==> src/dfa_ram.sv <==
// ----------------------------------------------------------------------------
// dfa_ram
// Generic single-write, single-read RAM with registered read data.
// ----------------------------------------------------------------------------
module dfa_ram #(
    parameter int WIDTH = 8,
    parameter int DEPTH = 64
) (
    input  logic                     i_clk,
    input  logic                     i_we,
    input  logic [$clog2(DEPTH)-1:0] i_waddr,
    input  logic [WIDTH-1:0]         i_wdata,
    input  logic                     i_re,
    input  logic [$clog2(DEPTH)-1:0] i_raddr,
    output logic [WIDTH-1:0]         o_rdata
);

    logic [WIDTH-1:0] r_mem [DEPTH];
    logic [WIDTH-1:0] r_rdata;

    always_ff @(posedge i_clk) begin
        if (i_we) begin
            r_mem[i_waddr] <= i_wdata;
        end
    end

    // read data holds while no read is issued
    always_ff @(posedge i_clk) begin
        if (i_re) begin
            r_rdata <= r_mem[i_raddr];
        end
    end

    assign o_rdata = r_rdata;

endmodule

==> config.mk <==
export PLATFORM = sky130hd
export DESIGN_NAME = dfa_ram
export DESIGN_NICKNAME = d
export VERILOG_FILES = /design/src/dfa_ram.sv
export SDC_FILE = /design/constraint.sdc
export NUM_CORES = 1
export LEC_CHECK = 0
export BUFFER_PORTS_ARGS = -buffer_cell sky130_fd_sc_hd__buf_2
export CAP_MARGIN = 20
export CELL_PAD_IN_SITES_DETAIL_PLACEMENT = 0
export CELL_PAD_IN_SITES_GLOBAL_PLACEMENT = 1
export CORE_ASPECT_RATIO = 2
export CORE_MARGIN = 2
export CORE_UTILIZATION = 41
export CTS_BUF_LIST = sky130_fd_sc_hd__clkbuf_8
export DETAILED_ROUTE_END_ITERATION = 12
export MAX_ROUTING_LAYER = met4
export PLACE_DENSITY = 0.72
export REMOVE_ABC_BUFFERS = 1
export SYNTH_ARGS = -nofsm -noshare
export SYNTH_HDL_FRONTEND = slang
export SYNTH_SLANG_ARGS = --single-unit
==> constraint.sdc <==
create_clock -name i_clk -period 4.5 [get_ports i_clk]
set_clock_uncertainty 0.15 [all_clocks]
set_input_delay 0.675 -clock i_clk [delete_from_list [all_inputs] [get_ports i_clk]]
set_output_delay 0.675 -clock i_clk [all_outputs]
set_load 0.01 [all_outputs]
==> load_flow_metrics.sql, run 1 <==
INSERT INTO impl_metrics (metric_group, metric, value, unit) VALUES
('pwr', 'ir_drop', '0.309', 'mV'),
('clock_tree', 'post_cts_hold_buffer_count', '0', ''),
('pwr', 'p_clk_frac', '0.377', ''),
('sta', 'final.period_utilization', '0.676', ''),
('routing', 'drcViolationCount', '0', ''),
('routing', 'vias', '9703', ''),
('clock_tree', 'clk_latency_worst_skew_pair', '0.64', 'ns'),
('floorplanning', 'die_height', '318', 'um'),
('pwr', 'powerDensity', '419', 'mW/mm2'),
('worst_hold_path', 'worstHoldPathType', 'input port to register', ''),
('clock_tree', 'clk_sinks', '520', ''),
('global_route', 'grt_pass1_vias', '9960', ''),
('pwr', 'power.share.switching', '0.217', ''),
('routing', 'post_drt_via_cell_ratio', '5.66', ''),
('place', 'place.gp.congestion', '0.801', ''),
('floorplanning', 'ios', '31', ''),
('cells_and_area', 'drive_gt1_frac', '0.275', ''),
('worst_setup_path', 'r2r_end', 'o_rdata[5]', ''),
('worst_setup_path', 'crit_arrival', '3.23', 'ns'),
('global_route', 'maximum_number_of_pins_on_one_net_before_global_route_repair', '65', ''),
('cells_and_area', 'total_area_of_multi_input_combinational_cells', '0.00432', 'mm2'),
('sta', 'final.min_clock_period', '3.04', 'ns'),
('clock_tree', 'clk_transition_reported_paths', '0.07', 'ns'),
('global_route', 'grt_use_total', '0.183', ''),
('worst_setup_path', 'endpoint_kind', 'register', ''),
('cells_and_area', 'ff_latch_area', '0.0156', 'mm2'),
('global_route', 'first_pass_grt_wire_length', '66.3', 'mm'),
('routing', 'total_detailed_routing_wirelength', '44.9', 'mm'),
('yosys', 'most_common_flop_cell_mapped_by_yosys', 'edfxtp_1', ''),
('floorplanning', 'fp.dieArea', '0.0513', 'mm2'),
('floorplanning', 'core', '0.0489', 'mm2'),
('pwr', 'power.switching', '0.00205', 'W'),
('worst_setup_path', 'path_max_fanout', '62', ''),
('yosys', 'synth.area.top_cells', 'edfxtp_1 (77%), mux4_2 (14%), nor2_1 (1.5%)', ''),
('clock_tree', 'cts_root_buffer', 'clkbuf_8', ''),
('yosys', 'ys_top_cells_by_count', 'edfxtp_1 (520), mux4_2 (126), nor2_1 (83)', ''),
('yosys', 'synthesis.instances', '940', ''),
('worst_setup_path', 'reg2reg_from', 'r_mem[1][5]', ''),
('routing', 'avgRoutedWirePerCell', '26.2', 'um'),
('sta', 'tightest_slew', '1.01', 'ns'),
('place', 'place_hpwl', '27.2', 'mm'),
('yosys', 'synth_seq_area_share', '0.771', ''),
('outcome', 'status', 'complete, no violations', ''),
('worst_setup_path', 'worstSetupStartpointType', 'input port', ''),
('clock_tree', 'tritoncts_buffer_count', '72', ''),
('yosys', 'synth-edff-count', '520', ''),
('floorplanning', 'die_width', '161', 'um'),
('pwr', 'internal_power', '0.00740', 'W'),
('floorplanning', 'effective_utilization_at_floorplan', '0.414', ''),
('sta', 'max_clock_freq', '0.328', 'GHz'),
('yosys', 'post-synth-top-count-cell', 'edfxtp_1', ''),
('sta', 'final_max_slew_viol_count', '0', ''),
('sta', 'timing.setup.tns', '0', 'ns'),
('clock_tree', 'tritoncts', 'done', ''),
('cells_and_area', 'final-instance-count-excl-fill', '1715', ''),
('clock_tree', 'post_cts_buffers', '0', ''),
('worst_setup_path', 'ff_to_ff_path_depth', '5', ''),
('global_route', 'antenna_found_initial', '1', ''),
('yosys', 'netlist.top_cell.by_area', 'edfxtp_1', ''),
('cells_and_area', 'layout-area-overhead-vs-synth', '11.4', '%'),
('pwr', 'power_frac_seq', '0.570', ''),
('cells_and_area', 'nets', '1042', ''),
('yosys', 'ys_types', '39', ''),
('cells_and_area', 'n_fill_cell', '4087', ''),
('floorplanning', 'placementRows', '115', ''),
('worst_setup_path', 'reg2reg_setup_slack', '1.94', 'ns'),
('sta', 'final-setup-viol-count', '0', ''),
('global_route', 'globalRoute.totalOverflow', '0', ''),
('yosys', 'netlist.area_leader.share', '0.771', ''),
('worst_setup_path', 'critical_path_class', 'input port to register', ''),
('clock_tree', 'clk_path_buf_depth', '3', '');
## power by group through the flow
stage	registers, W	logic, W	clock network (W)
6_report	0.00538	0.000500	0.00356
5_1_grt	0.00538	0.000531	0.00383
4_1_cts	0.00539	0.000498	0.00364
3_5_place_dp	0.00549	0.000495	0
3_3_place_gp	0.00549	0.000485	0
2_1_floorplan	0.00548	0.000208	0
## logic make-up after synthesis
group                  Yosys count  share of synthesized area
DFF                            520                      0.771
muxes                          162                      0.159
and+or+nand+nor                153                     0.0337
AOI/OAI and AO/OA               54                     0.0206
buffers and inverters           51                     0.0156
## layout make-up
class	count	share of cell area
tap	643	0.0357
clock inverter	51	0.0157
sequential	520	0.692
timing repair buffer	56	0.0194
antenna	1	0.000111
multi-input combinational	369	0.191
clock buffer	75	0.0458
## flip-flops by register name, indices dropped and copies added (netlist names)
register	cells
r_mem	512
o_rdata	8
## routing by layer
metal  part of all wire  GRT usage  wire length [um]  vias up
met2               0.49      0.283             22000      393
met5                  0          -                 0        -
met3              0.068     0.0268              3070       68
met4              0.024     0.0623              1080        0
met1               0.42      0.252             18700     5147
li1                   -          -                 -     4095
## cells in the final DEF, fill, tap and decap left out, types with 2 or more instances in the layout
cell        netlist  layout
nor2_1           83      83
nand3_1          13      13
buf_16            0       2
buf_12            2       3
o2111ai_1         3       3
clkinv_1          0      18
o2bb2ai_1         3       3
edfxtp_1        520     520
mux2i_1          23      23
a21oi_1           3       3
nor2b_1          14      14
o21a_1            2       2
o221ai_1          8       8
a211oi_1          4       4
bufinv_16         0       5
a221oi_1          6       6
o21ai_0           2       2
o21ai_1           2       2
nand2b_1          7       7
nor4_1            2       2
nand4_1           2       2
nor3_1            7       7
a2111oi_0         2       2
mux2_2           13      13
clkbuf_8          0      76
clkinv_2          0      13
buf_4            13      23
o22ai_1           8       8
nand3b_1          3       3
clkinvlp_4        0       4
a22oi_1           3       3
inv_1             0      11
buf_2            11      27
nand2_1          19      19
o41ai_1           2       2
o221a_2           2       2
mux4_2          126     126
o32ai_1           2       2
## worst max-delay path: stages
cell       delay [ns]
buf_4            0.71
mux4_2           0.60
mux2_2           0.29
a221oi_1         0.72
o2bb2ai_1        0.16
## through the flow
stage | util | hold slack, ns | setup WS, ns | cell area [um2] | power (W)
floorplan | - | 0.624 | 2.17 | 19900 | 0.00569
global placement | 0.431 | 0.725 | 0.742 | 21100 | 0.00597
detailed placement | 0.431 | 0.727 | 0.784 | 21100 | 0.00598
CTS | 0.460 | 0.0630 | 1.44 | 22500 | 0.00952
global route | 0.461 | 0.0940 | 1.34 | 22600 | 0.00974
finish | 0.461 | 0.109 | 1.46 | 22600 | 0.00945
## worst max-delay path by stage
stage                           from  slack, ns         end  cells after the start
after global placement    i_raddr[0]       0.74  o_rdata[5]                      6
after global routing      i_raddr[0]       1.34  o_rdata[5]                      6
final                     i_raddr[1]       1.46  o_rdata[1]                      5
after CTS                 i_raddr[0]       1.44  o_rdata[5]                      6
after floorplan           i_raddr[0]       2.17  o_rdata[4]                      5
after detailed placement  i_raddr[0]       0.78  o_rdata[5]                      6
Power figures use the tool's default switching activity.
==> run 2, diff against run 1 <==
==> constraint.sdc (replaced) <==
create_clock -name i_clk -period 3.1 [get_ports i_clk]
set_clock_uncertainty 0.15 [all_clocks]
set_input_delay 0.465 -clock i_clk [delete_from_list [all_inputs] [get_ports i_clk]]
set_output_delay 0.465 -clock i_clk [all_outputs]
set_load 0.01 [all_outputs]
==> load_flow_metrics.sql, run 2 (synthesis results as in run 1) <==
INSERT INTO impl_metrics (metric_group, metric, value, unit) VALUES
('global_route', 'globalRoute.totalOverflow', '0', ''),
('sta', 'slew_headroom', '0.504', ''),
('clock_tree', 'cts_repair_resize_count', '0', ''),
('sta', 'rsz0062_at_grt', 'no', ''),
('routing', 'dr.first_iter.drc_count', '1113', ''),
('place', 'placed_cell_count', '1678', ''),
('worst_hold_path', 'worstHoldPathType', 'input port to register', ''),
('worst_setup_path', 'cpMaxStageDelayCell', 'mux4_2', ''),
('worst_setup_path', 'path_max_fanout', '20', ''),
('cells_and_area', 'top_register', 'r_mem', ''),
('global_route', 'maximum_number_of_pins_on_one_net_before_global_route_repair', '65', ''),
('clock_tree', 'post_cts_buffers', '0', ''),
('clock_tree', 'clk_latency_worst_skew_pair', '0.64', 'ns'),
('clock_tree', 'clk_sinks', '520', ''),
('clock_tree', 'clk_transition_reported_paths', '0.07', 'ns'),
('worst_setup_path', 'critical-path-max-stage-delay', '0.53', 'ns'),
('outcome', 'status', 'complete, no violations', ''),
('global_route', 'first_pass_grt_wire_length', '68.7', 'mm'),
('cells_and_area', 'layout.cells.most_common', 'edfxtp_1', ''),
('floorplanning', 'ios', '31', ''),
('routing', 'avgRoutedWirePerCell', '25.4', 'um'),
('worst_setup_path', 'worstSetupStartpointType', 'input port', ''),
('cells_and_area', 'layout-area-overhead-vs-synth', '15.1', '%'),
('routing', 'post_drt_via_cell_ratio', '5.61', ''),
('global_route', 'grt_use_total', '0.188', ''),
('cells_and_area', 'drive_gt1_frac', '0.326', ''),
('floorplanning', 'core', '0.0489', 'mm2'),
('sta', 'timing.setup.tns', '0', 'ns'),
('clock_tree', 'tritoncts', 'done', ''),
('routing', 'total_detailed_routing_wirelength', '45.8', 'mm'),
('routing', 'final_antenna_net_count', '0', ''),
('pwr', 'powerDensity', '590', 'mW/mm2'),
('sta', 'final.period_utilization', '0.767', ''),
('clock_tree', 'post_cts_hold_buffer_count', '0', ''),
('floorplanning', 'effective_utilization_at_floorplan', '0.414', ''),
('cells_and_area', 'flip_flop_count_of_the_largest_register_after_layout', '512', ''),
('sta', 'final-setup-viol-count', '0', ''),
('worst_setup_path', 'reg2reg_setup_slack', '0.78', 'ns'),
('cells_and_area', 'fin_area', '0.0233', 'mm2'),
('sta', 'final.min_clock_period', '2.38', 'ns'),
('global_route', 'grt_pass1_vias', '10503', ''),
('cells_and_area', 'most-common-layout-cells', 'edfxtp_1 (520), mux4_2 (126), buf_4 (107), nor2_1 (83), clkbuf_8 (77)', ''),
('clock_tree', 'cts_root_buffer', 'clkbuf_8', ''),
('sta', 'max_clock_freq', '0.421', 'GHz'),
('place', 'place.gp.congestion', '0.811', ''),
('worst_setup_path', 'crit_arrival', '2.61', 'ns'),
('clock_tree', 'cts-htree-levels', '3', ''),
('clock_tree', 'tritoncts_buffer_count', '73', ''),
('place', 'placed_area', '0.0219', 'mm2'),
('routing', 'initial_drt_pass_iterations', '5', ''),
('cells_and_area', 'number_of_antenna_cells_inserted', '0', ''),
('place', 'placement.io_buffers', '30', ''),
('worst_setup_path', 'crit_path_cell_trace', 'clkbuf_8 > buf_12 > mux4_2 > mux4_2 > nor2_1 > nor3_1 > o2bb2ai_1', ''),
('floorplanning', 'die_height', '318', 'um'),
('floorplanning', 'fp.dieArea', '0.0513', 'mm2'),
('clock_tree', 'clk_path_buf_depth', '3', ''),
('worst_setup_path', 'endpoint_kind', 'register', ''),
('floorplanning', 'placementRows', '115', ''),
('pwr', 'power_leakage', '7.52', 'nW'),
('routing', 'vias', '10138', ''),
('global_route', 'antenna_found_initial', '2', ''),
('worst_setup_path', 'cp_data_required_time', '3.33', 'ns'),
('place', 'place_hpwl', '30.2', 'mm'),
('worst_setup_path', 'worst_path_most_repeated_cell', 'mux4_2', ''),
('floorplanning', 'die_width', '161', 'um'),
('cells_and_area', 'nets', '1133', ''),
('worst_setup_path', 'critical_path_class', 'input port to register', ''),
('cells_and_area', 'fin_util', '0.476', ''),
('cells_and_area', 'final-instance-count-excl-fill', '1806', ''),
('sta', 'timing_hold_violations_final', '0', ''),
('run', 'cap_viol_max_count', '0', ''),
('routing', 'drcViolationCount', '0', ''),
('sta', 'tightest_slew', '0.744', 'ns'),
('sta', 'final_max_slew_viol_count', '0', ''),
('pwr', 'ir_drop', '0.437', 'mV');
==> run 2: power breakdown <==
part	leakage, nW	internal [W]	switching, W
Combinational	2.05	0.000305	0.000459
Clock	0.781	0.00269	0.00247
Sequential	4.69	0.00780	0.0000214
Total	7.52	0.0108	0.00295
==> run 2: final timing paths <==
check / start / cells past startpoint / to
setup / recovery: i_raddr[0] / 7 / o_rdata[1]
hold / removal: i_re / 1 / o_rdata[1]
setup reg to reg: r_mem[3][5] / 5 / o_rdata[5]
hold reg to reg: r_mem[22][1] / 4 / o_rdata[1]
==> run 2: final cells by class <==
| class | instances | area (um2) |
|---|---|---|
| Fill cell | 4040 | 25600 |
| Multi-Input combinational cell | 369 | 4320 |
| Clock buffer | 76 | 1050 |
| Timing Repair Buffer | 146 | 1170 |
| Tap cell | 643 | 805 |
| Clock inverter | 52 | 350 |
| Sequential cell | 520 | 15600 |
==> run 2: critical path: cells and delay by family <==
family,cells,cell delay (ns)
compound gates,1,0.13
simple gates,2,0.47
buf+inv,2,0.51
mux,2,1.00
==> run 2: per-layer routing <==
layer  global-route usage  vias up  share of wire
li1                     -     4287              -
met1                0.252     5361           0.41
met2                0.300      412           0.51
met3               0.0287       78          0.063
met4               0.0569        0          0.023
met5                    -        -              0
==> run 2: through the flow <==
stage	setup WS (ns)	hold WS (ns)	total power, W
2_1_floorplan	0.984	0.414	0.00826
3_3_place_gp	-0.00173	0.703	0.00872
3_5_place_dp	0.0211	0.704	0.00874
4_1_cts	0.718	0.0232	0.0139
5_1_grt	0.661	0.0454	0.0142
6_report	0.722	0.0671	0.0137
==> run 3, diff against run 2 <==
==> constraint.sdc (replaced) <==
create_clock -name i_clk -period 2.3 [get_ports i_clk]
set_clock_uncertainty 0.15 [all_clocks]
set_input_delay 0.345 -clock i_clk [delete_from_list [all_inputs] [get_ports i_clk]]
set_output_delay 0.345 -clock i_clk [all_outputs]
set_load 0.01 [all_outputs]
==> load_flow_metrics.sql, run 3 (synthesis results as in run 1) <==
INSERT INTO impl_metrics (metric_group, metric, value, unit) VALUES
('pwr', 'powerDensity', '776', 'mW/mm2'),
('worst_setup_path', 'r2r_end', 'o_rdata[6]', ''),
('worst_setup_path', 'reg2reg_from', 'r_mem[24][6]', ''),
('floorplanning', 'fp.dieArea', '0.0513', 'mm2'),
('worst_setup_path', 'cpMaxStageDelayCell', 'mux4_2', ''),
('cells_and_area', 'n_fill_cell', '4024', ''),
('clock_tree', 'clk_sinks', '520', ''),
('sta', 'final-setup-viol-count', '0', ''),
('place', 'placed_area', '0.0224', 'mm2'),
('routing', 'drcViolationCount', '0', ''),
('sta', 'final.min_clock_period', '2.25', 'ns'),
('global_route', 'grt_use_total', '0.192', ''),
('routing', 'initial_drt_pass_iterations', '7', ''),
('cells_and_area', 'nets', '1178', ''),
('clock_tree', 'clk_latency_worst_skew_pair', '0.65', 'ns'),
('worst_setup_path', 'critPathBufInv', '1', ''),
('routing', 'final_antenna_net_count', '0', ''),
('cells_and_area', 'fin_util', '0.485', ''),
('worst_hold_path', 'worstHoldPathType', 'input port to register', ''),
('worst_setup_path', 'timing.critical_path.max_delay_family', 'multiplexers', ''),
('outcome', 'status', 'complete, no violations', ''),
('worst_setup_path', 'critical_path_source', 'r_mem[24][6]', ''),
('floorplanning', 'die_width', '161', 'um'),
('cells_and_area', 'layout-area-overhead-vs-synth', '17.3', '%'),
('worst_setup_path', 'endpoint_kind', 'register', ''),
('cells_and_area', 'layout.cells.most_common', 'edfxtp_1', ''),
('place', 'placed_cell_count', '1721', ''),
('worst_setup_path', 'critical_path_class', 'register to register', ''),
('worst_hold_path', 'timing.hold.worst.start', 'i_wdata[0]', ''),
('cells_and_area', 'total_area_of_multi_input_combinational_cells', '0.00433', 'mm2'),
('pwr', 'power_leakage', '7.76', 'nW'),
('sta', 'max_clock_freq', '0.445', 'GHz'),
('worst_setup_path', 'crit_arrival', '2.48', 'ns'),
('worst_hold_path', 'timing.hold.worst_endpoint', 'r_mem[17][0]', ''),
('place', 'placement.io_buffers', '30', ''),
('worst_setup_path', 'worstSetupStartpointType', 'register', ''),
('clock_tree', 'clk_transition_reported_paths', '0.07', 'ns'),
('cells_and_area', 'most-common-layout-cells', 'edfxtp_1 (520), buf_4 (139), mux4_2 (126), nor2_1 (83), clkbuf_8 (78)', ''),
('clock_tree', 'cts-htree-levels', '3', ''),
('floorplanning', 'effective_utilization_at_floorplan', '0.414', ''),
('worst_setup_path', 'ff_to_ff_path_depth', '6', ''),
('clock_tree', 'post_cts_buffers', '0', ''),
('routing', 'post_drt_via_cell_ratio', '5.54', ''),
('worst_setup_path', 'reg2reg_setup_slack', '0.05', 'ns'),
('sta', 'hold_slack', '0.0531', 'ns'),
('cells_and_area', 'fin_area', '0.0237', 'mm2'),
('global_route', 'grt_pass1_vias', '10699', ''),
('floorplanning', 'core', '0.0489', 'mm2'),
('routing', 'vias', '10257', ''),
('sta', 'timing_hold_violations_final', '0', ''),
('sta', 'tightest_slew', '0.711', 'ns'),
('routing', 'avgRoutedWirePerCell', '25.1', 'um'),
('routing', 'total_detailed_routing_wirelength', '46.5', 'mm'),
('clock_tree', 'clk_path_buf_depth', '3', ''),
('routing', 'dr.first_iter.drc_count', '1030', ''),
('clock_tree', 'tritoncts', 'done', ''),
('sta', 'layout_setup_ws', '0.0530', 'ns'),
('sta', 'rsz0062_at_grt', 'no', ''),
('cells_and_area', 'flip_flop_count_of_the_largest_register_after_layout', '512', ''),
('worst_setup_path', 'critical-path-max-stage-delay', '0.46', 'ns'),
('place', 'place_hpwl', '30.3', 'mm'),
('run', 'cap_viol_max_count', '0', ''),
('clock_tree', 'cts_root_buffer', 'clkbuf_8', ''),
('global_route', 'globalRoute.totalOverflow', '0', ''),
('cells_and_area', 'final-instance-count-excl-fill', '1850', ''),
('sta', 'slew_headroom', '0.526', ''),
('cells_and_area', 'top_register', 'r_mem', ''),
('sta', 'final.period_utilization', '0.977', ''),
('worst_setup_path', 'crit_path_cell_trace', 'mux4_2 > mux2_2 > o221a_2 > nor3_1 > buf_4 > o32ai_1', ''),
('cells_and_area', 'ff_latch_area', '0.0156', 'mm2'),
('global_route', 'antenna_found_initial', '4', ''),
('global_route', 'maximum_number_of_pins_on_one_net_before_global_route_repair', '65', ''),
('worst_setup_path', 'path_max_fanout', '1', ''),
('floorplanning', 'die_height', '318', 'um'),
('pwr', 'ir_drop', '0.664', 'mV'),
('worst_hold_path', 'whs_path_depth', '2', ''),
('global_route', 'first_pass_grt_wire_length', '69.9', 'mm'),
('floorplanning', 'ios', '31', ''),
('place', 'place.gp.congestion', '0.822', ''),
('clock_tree', 'tritoncts_buffer_count', '74', ''),
('cells_and_area', 'drive_gt1_frac', '0.352', ''),
('place', 'pre_cts_ws', '-0.500', 'ns'),
('floorplanning', 'placementRows', '115', ''),
('worst_setup_path', 'cp_data_required_time', '2.53', 'ns'),
('sta', 'final_max_slew_viol_count', '0', '');
## run 3: cell types whose count changed in the layout (fill, tap and decap cells not counted), moves of 2 or more
cell	change
clkinv_2	+4
clkinv_1	-2
bufinv_16	-2
buf_12	+11
buf_4	+32
## run 3: what timing repair did
| item | CTS | global route |
|---|---|---|
| pin swaps | 0 | 1 |
| resized for setup | 2 | 0 |
| hold buffers | 1 | 0 |
| endpoints found under the setup margin | 1 | 1 |
| hold endpoints to repair | 8 | 0 |
## run 3: final cells by class
type	count	share of cell area
flip-flops and latches	520	0.658
clock inverters	50	0.0122
multi-input cells	369	0.182
clock buffers	77	0.0446
diodes	1	0.000105
well taps	643	0.0339
repair buffers	190	0.0692
## run 3: per-layer routing
metal	wire length [um]	global-route usage	vias up
met5	0	-	-
met4	1200	0.0593	0
met3	3120	0.0348	86
met2	23500	0.307	419
met1	18600	0.254	5391
li1	-	-	4361
## run 3: how the worst max path moves through the flow
stage	endpoint	slack [ns]	cells after the start
floorplan	o_rdata[4]	0.30	5
global placement	o_rdata[4]	-0.52	7
detailed placement	o_rdata[4]	-0.50	7
CTS	o_rdata[6]	0.04	6
global route	o_rdata[6]	0.008	6
finish	o_rdata[6]	0.05	6
## run 3: stage by stage
| stage | total power, W | TNS [ns] |
|---|---|---|
| finish | 0.0184 | 0 |
| global route | 0.0191 | 0 |
| CTS | 0.0186 | 0 |
| detailed placement | 0.0119 | -2.79 |
| global placement | 0.0118 | -2.67 |
| floorplan | 0.0111 | 0 |
## run 3: where the power goes
part / internal, W / switching (W) / leakage [nW]
registers: 0.0105 / 0.0000300 / 4.69
clock network: 0.00343 / 0.00333 / 0.759
logic: 0.000482 / 0.000628 / 2.32
total: 0.0144 / 0.00399 / 7.76
